### src/hdl/tpa_pkg.sv
// shared widths, register indexes, reset values and result codes
// for the tilt posture alarm unit and its checker; no dependencies
package tpa_pkg;

    localparam int CFG_ADDR_W = 4;
    localparam int CFG_DATA_W = 32;
    localparam int SAMPLE_W   = 16;
    localparam int TIME_W     = 63;
    localparam int S_DATA_W   = 112;
    localparam int M_DATA_W   = 8;
    localparam int DIGIT_W    = 4;

    localparam logic [CFG_ADDR_W-1:0] REG_WARN_RATIO = 4'd0;
    localparam logic [CFG_ADDR_W-1:0] REG_BAD_RATIO  = 4'd1;
    localparam logic [CFG_ADDR_W-1:0] REG_COOLDOWN   = 4'd2;
    localparam logic [CFG_ADDR_W-1:0] REG_STUDY_MODE = 4'd3;

    localparam logic [CFG_DATA_W-1:0] WARN_RATIO_RST = 32'd4705;
    localparam logic [CFG_DATA_W-1:0] BAD_RATIO_RST  = 32'd21845;
    localparam logic [CFG_DATA_W-1:0] COOLDOWN_RST   = 32'd20000000;

    typedef logic [1:0] verdict_t;
    typedef logic [1:0] face_t;

    localparam verdict_t VERDICT_GOOD   = 2'd0;
    localparam verdict_t VERDICT_SLIGHT = 2'd1;
    localparam verdict_t VERDICT_BAD    = 2'd2;
    localparam verdict_t VERDICT_NONE   = 2'd3;

    localparam face_t FACE_KEEP  = 2'd0;
    localparam face_t FACE_ANGRY = 2'd1;
    localparam face_t FACE_HAPPY = 2'd2;

endpackage

### src/hdl/tilt_posture_alarm_unit.sv
// tilt posture alarm: one accelerometer word in, one verdict word out
// depends on tpa_pkg
//
// s_ channel word: read_ok, accel_x, accel_y, accel_z, time_us (lowest bit up).
// m_ channel word: verdict, face_request, send_alert, wake_sensor, zero pad.
// cfg port: cfg_we writes cfg_wdata into register cfg_addr at the clock edge;
// 0 warn ratio, 1 bad ratio, 2 cooldown, 3 study mode, other indexes ignored.
// a word is taken only while the sequencer is idle. a good reading runs
// radix-16 squaring (ST_SQR), forms y*y + z*z (ST_SIDE), runs radix-16
// ratio products (ST_MUL) and ends in the decision state (ST_DEC); the next
// word is taken only once the sequencer is back in idle, so a word is never
// taken before the last one is through. a failed read skips the arithmetic
// and goes straight from idle to the decision state.
// the result sits in an output register; while the receiver stalls a new word
// is still taken and computed, and its decision waits until the register frees.
// aresetn (synchronous, low) restores the default ratios, cooldown and study
// mode off, forgets alert history and bad state and empties the output.
module tilt_posture_alarm_unit (
    input  logic                                 aclk,
    input  logic                                 aresetn,
    input  logic                                 s_tvalid,
    output logic                                 s_tready,
    // read_ok, accel_x, accel_y, accel_z, time_us
    input  logic [tpa_pkg::S_DATA_W-1:0]         s_tdata,
    output logic                                 m_tvalid,
    input  logic                                 m_tready,
    // verdict, face_request, send_alert, wake_sensor, zero pad
    output logic [tpa_pkg::M_DATA_W-1:0]         m_tdata,
    input  logic                                 cfg_we,
    input  logic [tpa_pkg::CFG_ADDR_W-1:0]       cfg_addr,
    input  logic [tpa_pkg::CFG_DATA_W-1:0]       cfg_wdata
);

    localparam logic [2:0] ST_IDLE = 3'd0;
    localparam logic [2:0] ST_SQR  = 3'd1;
    localparam logic [2:0] ST_SIDE = 3'd2;
    localparam logic [2:0] ST_MUL  = 3'd3;
    localparam logic [2:0] ST_DEC  = 3'd4;

    localparam logic [2:0] SQR_LAST = 3'd3;
    localparam logic [2:0] MUL_LAST = 3'd7;

    // control state
    logic [2:0]                        state_reg, state_next;
    logic [2:0]                        cnt_reg, cnt_next;
    logic                              m_tvalid_reg, m_tvalid_next;
    logic [tpa_pkg::TIME_W-1:0]        last_alert_reg, last_alert_next;
    logic                              sent_before_reg, sent_before_next;
    logic                              was_bad_reg, was_bad_next;
    logic [tpa_pkg::CFG_DATA_W-1:0]    warn_ratio_reg, warn_ratio_next;
    logic [tpa_pkg::CFG_DATA_W-1:0]    bad_ratio_reg, bad_ratio_next;
    logic [tpa_pkg::CFG_DATA_W-1:0]    cooldown_reg, cooldown_next;
    logic                              study_reg, study_next;

    // datapath
    logic                              ok_reg, ok_next;
    logic [tpa_pkg::SAMPLE_W-1:0]      xm_reg, xm_next, ym_reg, ym_next, zm_reg, zm_next;
    logic [tpa_pkg::SAMPLE_W-1:0]      xd_reg, xd_next, yd_reg, yd_next, zd_reg, zd_next;
    logic [31:0]                       xsq_reg, xsq_next, ysq_reg, ysq_next;
    logic [31:0]                       zsq_reg, zsq_next;
    logic [31:0]                       sd_reg, sd_next;
    logic [63:0]                       pw_reg, pw_next, pb_reg, pb_next;
    logic [tpa_pkg::TIME_W-1:0]        time_reg, time_next;
    tpa_pkg::verdict_t                 verdict_reg, verdict_next;
    tpa_pkg::face_t                    face_reg, face_next;
    logic                              alert_reg, alert_next;
    logic                              wake_reg, wake_next;

    logic                              in_ok;
    logic [tpa_pkg::SAMPLE_W-1:0]      in_x, in_y, in_z;
    logic [19:0]                       xp, yp, zp;
    logic [35:0]                       wp, bp;
    logic [63:0]                       xsq_ext;
    logic                              is_bad, is_warn, elapsed, out_free;
    logic [tpa_pkg::TIME_W-1:0]        since;

    assign in_ok = s_tdata[0];
    assign in_x  = s_tdata[16:1];
    assign in_y  = s_tdata[32:17];
    assign in_z  = s_tdata[48:33];

    assign s_tready = (state_reg == ST_IDLE);
    assign m_tvalid = m_tvalid_reg;
    assign m_tdata  = {2'b00, wake_reg, alert_reg, face_reg, verdict_reg};
    assign out_free = !m_tvalid_reg || m_tready;

    // one digit products
    assign xp = 20'(xm_reg) * 20'(xd_reg[15:12]);
    assign yp = 20'(ym_reg) * 20'(yd_reg[15:12]);
    assign zp = 20'(zm_reg) * 20'(zd_reg[15:12]);
    assign wp = 36'(warn_ratio_reg) * 36'(sd_reg[31:28]);
    assign bp = 36'(bad_ratio_reg) * 36'(sd_reg[31:28]);

    // decision terms
    assign xsq_ext = {16'd0, xsq_reg, 16'd0};
    assign is_bad  = (xsq_reg != 32'd0) && (xsq_ext >= pb_reg);
    assign is_warn = (xsq_reg != 32'd0) && (xsq_ext >= pw_reg);
    assign since   = time_reg - last_alert_reg;
    assign elapsed = (time_reg >= last_alert_reg) && (since >= 63'(cooldown_reg));

    always_comb begin
        state_next       = state_reg;
        cnt_next         = cnt_reg;
        m_tvalid_next    = m_tvalid_reg;
        last_alert_next  = last_alert_reg;
        sent_before_next = sent_before_reg;
        was_bad_next     = was_bad_reg;
        warn_ratio_next  = warn_ratio_reg;
        bad_ratio_next   = bad_ratio_reg;
        cooldown_next    = cooldown_reg;
        study_next       = study_reg;
        ok_next          = ok_reg;
        xm_next          = xm_reg;
        ym_next          = ym_reg;
        zm_next          = zm_reg;
        xd_next          = xd_reg;
        yd_next          = yd_reg;
        zd_next          = zd_reg;
        xsq_next         = xsq_reg;
        ysq_next         = ysq_reg;
        zsq_next         = zsq_reg;
        sd_next          = sd_reg;
        pw_next          = pw_reg;
        pb_next          = pb_reg;
        time_next        = time_reg;
        verdict_next     = verdict_reg;
        face_next        = face_reg;
        alert_next       = alert_reg;
        wake_next        = wake_reg;

        if (m_tvalid_reg && m_tready) begin
            m_tvalid_next = 1'b0;
        end

        if (cfg_we) begin
            unique case (cfg_addr)
                tpa_pkg::REG_WARN_RATIO: warn_ratio_next = cfg_wdata;
                tpa_pkg::REG_BAD_RATIO:  bad_ratio_next  = cfg_wdata;
                tpa_pkg::REG_COOLDOWN:   cooldown_next   = cfg_wdata;
                tpa_pkg::REG_STUDY_MODE: study_next      = cfg_wdata[0];
                default: ;
            endcase
        end

        unique case (state_reg)
            ST_IDLE: begin
                if (s_tvalid) begin
                    ok_next   = in_ok;
                    xm_next   = in_x[15] ? (~in_x + 16'd1) : in_x;
                    ym_next   = in_y[15] ? (~in_y + 16'd1) : in_y;
                    zm_next   = in_z[15] ? (~in_z + 16'd1) : in_z;
                    xd_next   = in_x[15] ? (~in_x + 16'd1) : in_x;
                    yd_next   = in_y[15] ? (~in_y + 16'd1) : in_y;
                    zd_next   = in_z[15] ? (~in_z + 16'd1) : in_z;
                    xsq_next  = 32'd0;
                    ysq_next  = 32'd0;
                    zsq_next  = 32'd0;
                    time_next = s_tdata[111:49];
                    cnt_next  = 3'd0;
                    state_next = in_ok ? ST_SQR : ST_DEC;
                end
            end
            ST_SQR: begin
                xsq_next = {xsq_reg[27:0], 4'd0} + 32'(xp);
                ysq_next = {ysq_reg[27:0], 4'd0} + 32'(yp);
                zsq_next = {zsq_reg[27:0], 4'd0} + 32'(zp);
                xd_next  = {xd_reg[11:0], 4'd0};
                yd_next  = {yd_reg[11:0], 4'd0};
                zd_next  = {zd_reg[11:0], 4'd0};
                cnt_next = cnt_reg + 3'd1;
                if (cnt_reg == SQR_LAST) begin
                    state_next = ST_SIDE;
                end
            end
            ST_SIDE: begin
                sd_next    = ysq_reg + zsq_reg;
                pw_next    = 64'd0;
                pb_next    = 64'd0;
                cnt_next   = 3'd0;
                state_next = ST_MUL;
            end
            ST_MUL: begin
                pw_next  = {pw_reg[59:0], 4'd0} + 64'(wp);
                pb_next  = {pb_reg[59:0], 4'd0} + 64'(bp);
                sd_next  = {sd_reg[27:0], 4'd0};
                cnt_next = cnt_reg + 3'd1;
                if (cnt_reg == MUL_LAST) begin
                    state_next = ST_DEC;
                end
            end
            ST_DEC: begin
                if (out_free) begin
                    m_tvalid_next = 1'b1;
                    state_next    = ST_IDLE;
                    face_next     = tpa_pkg::FACE_KEEP;
                    alert_next    = 1'b0;
                    if (!ok_reg) begin
                        verdict_next = tpa_pkg::VERDICT_NONE;
                        wake_next    = 1'b1;
                    end else begin
                        wake_next = 1'b0;
                        if (is_bad) begin
                            verdict_next = tpa_pkg::VERDICT_BAD;
                        end else if (is_warn) begin
                            verdict_next = tpa_pkg::VERDICT_SLIGHT;
                        end else begin
                            verdict_next = tpa_pkg::VERDICT_GOOD;
                        end
                        if (is_bad && study_reg) begin
                            face_next    = tpa_pkg::FACE_ANGRY;
                            was_bad_next = 1'b1;
                            if (!sent_before_reg || elapsed) begin
                                last_alert_next  = time_reg;
                                sent_before_next = 1'b1;
                                alert_next       = 1'b1;
                            end
                        end else if (!is_warn && was_bad_reg) begin
                            face_next    = tpa_pkg::FACE_HAPPY;
                            was_bad_next = 1'b0;
                        end
                    end
                end
            end
            default: state_next = ST_IDLE;
        endcase
    end

    always_ff @(posedge aclk) begin
        if (!aresetn) begin
            state_reg       <= ST_IDLE;
            cnt_reg         <= 3'd0;
            m_tvalid_reg    <= 1'b0;
            last_alert_reg  <= '0;
            sent_before_reg <= 1'b0;
            was_bad_reg     <= 1'b0;
            warn_ratio_reg  <= tpa_pkg::WARN_RATIO_RST;
            bad_ratio_reg   <= tpa_pkg::BAD_RATIO_RST;
            cooldown_reg    <= tpa_pkg::COOLDOWN_RST;
            study_reg       <= 1'b0;
        end else begin
            state_reg       <= state_next;
            cnt_reg         <= cnt_next;
            m_tvalid_reg    <= m_tvalid_next;
            last_alert_reg  <= last_alert_next;
            sent_before_reg <= sent_before_next;
            was_bad_reg     <= was_bad_next;
            warn_ratio_reg  <= warn_ratio_next;
            bad_ratio_reg   <= bad_ratio_next;
            cooldown_reg    <= cooldown_next;
            study_reg       <= study_next;
        end
    end

    always_ff @(posedge aclk) begin
        ok_reg      <= ok_next;
        xm_reg      <= xm_next;
        ym_reg      <= ym_next;
        zm_reg      <= zm_next;
        xd_reg      <= xd_next;
        yd_reg      <= yd_next;
        zd_reg      <= zd_next;
        xsq_reg     <= xsq_next;
        ysq_reg     <= ysq_next;
        zsq_reg     <= zsq_next;
        sd_reg      <= sd_next;
        pw_reg      <= pw_next;
        pb_reg      <= pb_next;
        time_reg    <= time_next;
        verdict_reg <= verdict_next;
        face_reg    <= face_next;
        alert_reg   <= alert_next;
        wake_reg    <= wake_next;
    end

endmodule

### config.mk
export PLATFORM = sky130hd
export DESIGN_NAME = tilt_posture_alarm_unit
export DESIGN_NICKNAME = d
export VERILOG_FILES = /design/src/hdl/tpa_pkg.sv /design/src/hdl/tilt_posture_alarm_unit.sv
export SDC_FILE = /design/constraint.sdc
export NUM_CORES = 2
export LEC_CHECK = 0
export ABC_AREA = 1
export BUFFER_PORTS_ARGS = -buffer_cell sky130_fd_sc_hd__buf_2
export CORE_MARGIN = 1.5
export CORE_UTILIZATION = 50
export DETAILED_ROUTE_END_ITERATION = 16
export GPL_TIMING_DRIVEN = 0
export PLACE_DENSITY_LB_ADDON = 0.05
export SETUP_SLACK_MARGIN = 0.3
export SLEW_MARGIN = 0
export SYNTH_ARGS = -nofsm -noshare
export SYNTH_HDL_FRONTEND = slang
export SYNTH_SLANG_ARGS = --single-unit
### constraint.sdc
create_clock -name aclk -period 22.3 [get_ports aclk]
set_input_delay 3.345 -clock aclk [delete_from_list [all_inputs] [get_ports aclk]]
set_output_delay 3.345 -clock aclk [all_outputs]
set_load 0.005 [all_outputs]
Yosys cells after proc, flatten, opt, wreduce, memory -nomap -nowiden
Cells that the tools add are included.

Memory bits (writable): 0. Bits in read-only memories: 0. Flip-flop bits (word level): 591. Word-level logic and storage cells: 135. Bits in latches: 0. Output and inout bits: 10. Memories kept: 0. Input port bits: 153.

Bitwise logic cells: 4. Eq/ne operators: 13. Shift-type cells: 0. $add $sub $neg: 11. Divide/modulo/power cells: 0. Order comparisons: 4. $mul: 5. Multiplexer cells: 35. Reduce and logical (&&, ||, !) cells: 33.

Operators with widths (number): $pmux 32 s2 (4); $pmux 64 s2 (2); $add 64x36->64 (2); $ge 48x64->1 (2); $add 32x20->32 (3); $mux 16 (6); $pmux 16 s2 (3); $mul 32x4->36 (2); $ge 63x32->1 (1); $ge 63x63->1 (1); $sub 63x63->63 (1); $mul 16x4->20 (3); $add 16x1->16 const B (3); $not 16->16 (3); $add 32x32->32 (1); $mux 32 (1); $reduce_bool 32->1 (1); $mux 3 (6); $reduce_and 2->1 (9); $pmux 3 s5 (1); $mux 1 (10); $eq 3x2->1 const B (3); $pmux 3 s3 (1); $eq 4x2->1 const B (2); other kinds (17) (34).

Longest topological paths before layout
Depth after elaboration: 6. Gate-level depth with buffers: 30. Gate-level depth less buffers: 29.

Least setup slack after synthesis
No wires, ideal clock.

Path type: input-to-reg. From: in s_tvalid. To: reg xd_reg[0] in the netlist's numbering, enable pin. Path slack: 8.007 ns. Data arrival time: 13.446 ns. Path buffers: 0. Cell stages on the path: 2. Cells stage by stage: inv_1 > o21ai_0.

Longest elaborated chain between the ends: 2.

Ends and longest elaborated chain: from (decl) (RTL line tilt_posture_alarm_unit.sv:21) `input logic s_tvalid,`; $ne 2x2->1 (no line); $reduce_and 2->1 (no line); to (signal assigned) (RTL line tilt_posture_alarm_unit.sv:259) `xd_reg <= xd_next;`; to (decl) (RTL line tilt_posture_alarm_unit.sv:58) `logic [tpa_pkg::SAMPLE_W-1:0] xd_reg, xd_next, yd_reg, yd_next, zd_reg, zd_next;`.

Every way passes these cells. A chain may end at the register's enable or synchronous reset.

Worst setup path after layout
From: reg sd_reg[30]. To: reg pb_reg[58], data pin.

Longest elaborated chain between the ends: 3.

Ends and longest elaborated chain: from (decl) (RTL line tilt_posture_alarm_unit.sv:61) `logic [31:0] sd_reg, sd_next;`; from (signal assigned) (RTL line tilt_posture_alarm_unit.sv:265) `sd_reg <= sd_next;`; $mul 32x4->36 (RTL line tilt_posture_alarm_unit.sv:92) `assign bp = 36'(bad_ratio_reg) * 36'(sd_reg[31:28]);`; $add 64x36->64 (RTL line tilt_posture_alarm_unit.sv:184) `pb_next = {pb_reg[59:0], 4'd0} + 64'(bp);`; $pmux 64 s2 (RTL line tilt_posture_alarm_unit.sv:145) `unique case (state_reg)`; to (signal assigned) (RTL line tilt_posture_alarm_unit.sv:267) `pb_reg <= pb_next;`; to (decl) (RTL line tilt_posture_alarm_unit.sv:62) `logic [63:0] pw_reg, pw_next, pb_reg, pb_next;`.

Every way passes these cells.

==> flow_summary.json <==
{
  "status": "finished clean",
  "cts_hold_buffers": 0,
  "fillers": 9569,
  "cts_inserted_buffers": 71,
  "fp.coreArea_mm2": 0.0989,
  "cts_tree": "yes",
  "syn_avg_cell_area_um2": 7.69,
  "synth-edff-count": 422,
  "cap_violations": 0,
  "ys_warn_count": 0,
  "async_flop_share": 0,
  "hpwl_um": 118000,
  "synth_ff_type": "edfxtp_1",
  "cp.arrival_ns": 7.26,
  "rows": 115,
  "cts_max_level": 3,
  "hold_viol": 0,
  "num_antenna_cells": 0,
  "timing.reg2reg.setup_slack_ns": 15.40,
  "antenna_found_initial": 3,
  "clkTransAtPathRegs_ns": 0.06,
  "post-route-period-util": 0.309,
  "nets": 7590,
  "ys_top_cells_by_area": "edfxtp_1, fa_1, nand2_1",
  "leakage_nw": 26.8,
  "finalWeightedCongestion": 0.949,
  "grt_pass1_vias": 40809,
  "yosysUniqueCellTypes": 61,
  "wl_per_cell_um": 17.8,
  "grt_max_degree": 36,
  "post_cts_buffers": 0,
  "io_buffers": 159,
  "crit_path_max_fanout": 10,
  "setup_viol": 0,
  "routed_wl_um": 145000,
  "die_h_um": 319,
  "end_kind": "flop",
  "design_area_mm2": 0.0550,
  "yosysTopAreaCell": "edfxtp_1",
  "netlist_area_mm2": 0.0501,
  "vias": 42789,
  "max_freq_mhz": 145,
  "synth_top_area_frac": 0.253,
  "post-route-util": 0.557,
  "start_kind": "flop",
  "clock-sinks": 591,
  "synth-seq-cells": 591,
  "required_ns": 22.66,
  "period_needed_ns": 6.90,
  "dpl_cell_area_mm2": 0.0528,
  "power.density_mw_per_mm2": 122,
  "drt-vias-per-instance": 5.28,
  "io-pin-count": 163,
  "final-max-slew-violation-count": 0,
  "setup_tns_ns": 0,
  "cts.path.max_buffers": 3,
  "rsz0062_at_grt": "no",
  "cts_resized": 0,
  "clk_latency_ns": 0.65,
  "drc_errors": 0,
  "netlist_instances": 6509,
  "grt_pass1_wl_um": 226000,
  "tightest_slew_ns": 1.40,
  "start_util": 0.506,
  "grtUsageTotal": 0.283,
  "timing.hold.ws_ns": 0.460,
  "die-area_mm2": 0.102,
  "peakVddDrop_mv": 0.0838,
  "drive_gt1_frac": 0.0596,
  "drt-pass1-iter-count": 6,
  "ant_nets": 0,
  "gr-total-overflow": 0,
  "drt_iter0_drc": 3080,
  "cts_root_buf": "clkbuf_16",
  "synth_seq_area_share": 0.321,
  "die_x_um": 319,
  "critPathKind": "reg2reg",
  "finClkSkew_ns": 0.0294,
  "timing.final.ws_setup_ns": 15.40,
  "area_growth_pct": 9.95,
  "slew-limit-headroom": 0.0695,
  "hold_path.class": "reg2reg",
  "pre_cts_slack_ns": 15.67
}
-- stage by stage --
| stage | total power (W) | cells |
|---|---|---|
| floorplan | 0.00457 | 6510 |
| global placement | 0.00556 | 7956 |
| detailed placement | 0.00555 | 7970 |
| CTS | 0.00672 | 8099 |
| global route | 0.00736 | 8099 |
| finish | 0.00670 | 8099 |
-- worst paths after layout --
check                                              startpoint                            end  depth (start not counted)
worst max-delay path                     sd_reg[30]$_DFFE_PP_       pb_reg[58]$_SDFFCE_PN0P_                         23
worst min-delay path            cooldown_reg[19]$_SDFFE_PN0P_  cooldown_reg[19]$_SDFFE_PN0P_                          2
worst max register to register           sd_reg[30]$_DFFE_PP_       pb_reg[58]$_SDFFCE_PN0P_                         23
worst min register to register  cooldown_reg[19]$_SDFFE_PN0P_  cooldown_reg[19]$_SDFFE_PN0P_                          2
-- power breakdown --
group / switching [W] / total, W / leakage [nW] / internal [W]
registers: 0.000224 / 0.00174 / 5.42 / 0.00152
logic: 0.00245 / 0.00381 / 20.2 / 0.00136
clock network: 0.000488 / 0.00115 / 1.12 / 0.000662
-- Yosys cell counts, types with 65 or more instances --
cell      count
a21oi_1     560
clkbuf_1    129
dfxtp_1     169
edfxtp_1    422
fa_1        313
ha_1        368
inv_1      1225
nand2_1    1621
nand3_1     223
nor2_1      519
nor3_1       91
o21a_1       70
o21ai_0     300
xor2_1       65
-- final cells by class --
class                      instances  area, um^2  share of cell area
multi-input combinational       4519       28700               0.521
buffer                           159         679              0.0123
timing repair buffer             173        1070              0.0195
sequential                       591       16100               0.292
clock buffer                      99        2030              0.0370
tap                             1287        1610              0.0293
inverter                        1241        4660              0.0846
clock inverter                    30         228             0.00414
-- cells by family (layout without fill, tap and decap cells) --
logic type / Yosys count / in the layout / synth area share
AND/OR/NAND/NOR: 2618 / 2618 / 0.213
flip-flops: 591 / 591 / 0.321
other: 1 / 2 / 0.0000749
adder cells (fa/ha/maj): 681 / 681 / 0.217
AO/OA/AOI/OAI: 1125 / 1125 / 0.126
buffers and inverters: 1400 / 1702 / 0.107
XOR/XNOR: 93 / 93 / 0.0163
-- worst max-delay path, stage by stage, from the launching register on --
cell      delay (ns)
edfxtp_1        0.39
clkbuf_1        0.58
clkbuf_1        0.54
nand2_1         0.15
fa_1            0.55
inv_1           0.06
fa_1            0.57
fa_1            0.48
ha_1            0.30
nand2_1         0.04
nand2_1         0.06
o21ai_0         0.11
o21ai_0         0.66
inv_1           0.17
o21ai_0         0.44
a21oi_1         0.12
inv_1           0.23
a31oi_1         0.15
inv_1           0.11
nand2_1         0.06
nand2_1         0.29
inv_1           0.20
nor4_1          0.28
nor3_1          0.08
-- routing by layer --
layer  GRT usage  up-vias  wire [um]
li1            -    21406          -
met1       0.397    20070      66900
met2       0.461     1106      66000
met3      0.0338      203       7490
met4      0.0786        4       4060
met5           0        -         34
-- placed cells by master (no fill, tap or decap), types with 9 or more instances in the layout --
cell type,netlist,routed
a21boi_0,12,12
nor3_1,91,90
o21a_1,70,70
a21o_1,14,14
fa_1,313,313
buf_1,9,9
or2_2,20,20
nor4_1,45,45
clkbuf_16,0,73
clkbuf_8,0,11
xnor2_1,28,28
ha_1,368,368
buf_2,12,171
clkbuf_1,129,144
o21ai_1,14,14
a21oi_1,560,560
dfxtp_1,169,169
clkinv_2,0,15
a21oi_2,41,41
inv_2,10,10
a31oi_1,34,34
o211ai_1,15,15
nand3_1,223,223
nor2_2,11,11
nor2_1,519,517
nand4_1,48,48
clkinv_1,6,11
o21ai_0,300,299
xor2_1,65,65
edfxtp_1,422,422
nand3b_1,9,9
inv_1,1225,1225
buf_12,0,12
o21bai_1,22,22
nand2_1,1621,1621
(Power assumes the default switching activity.)
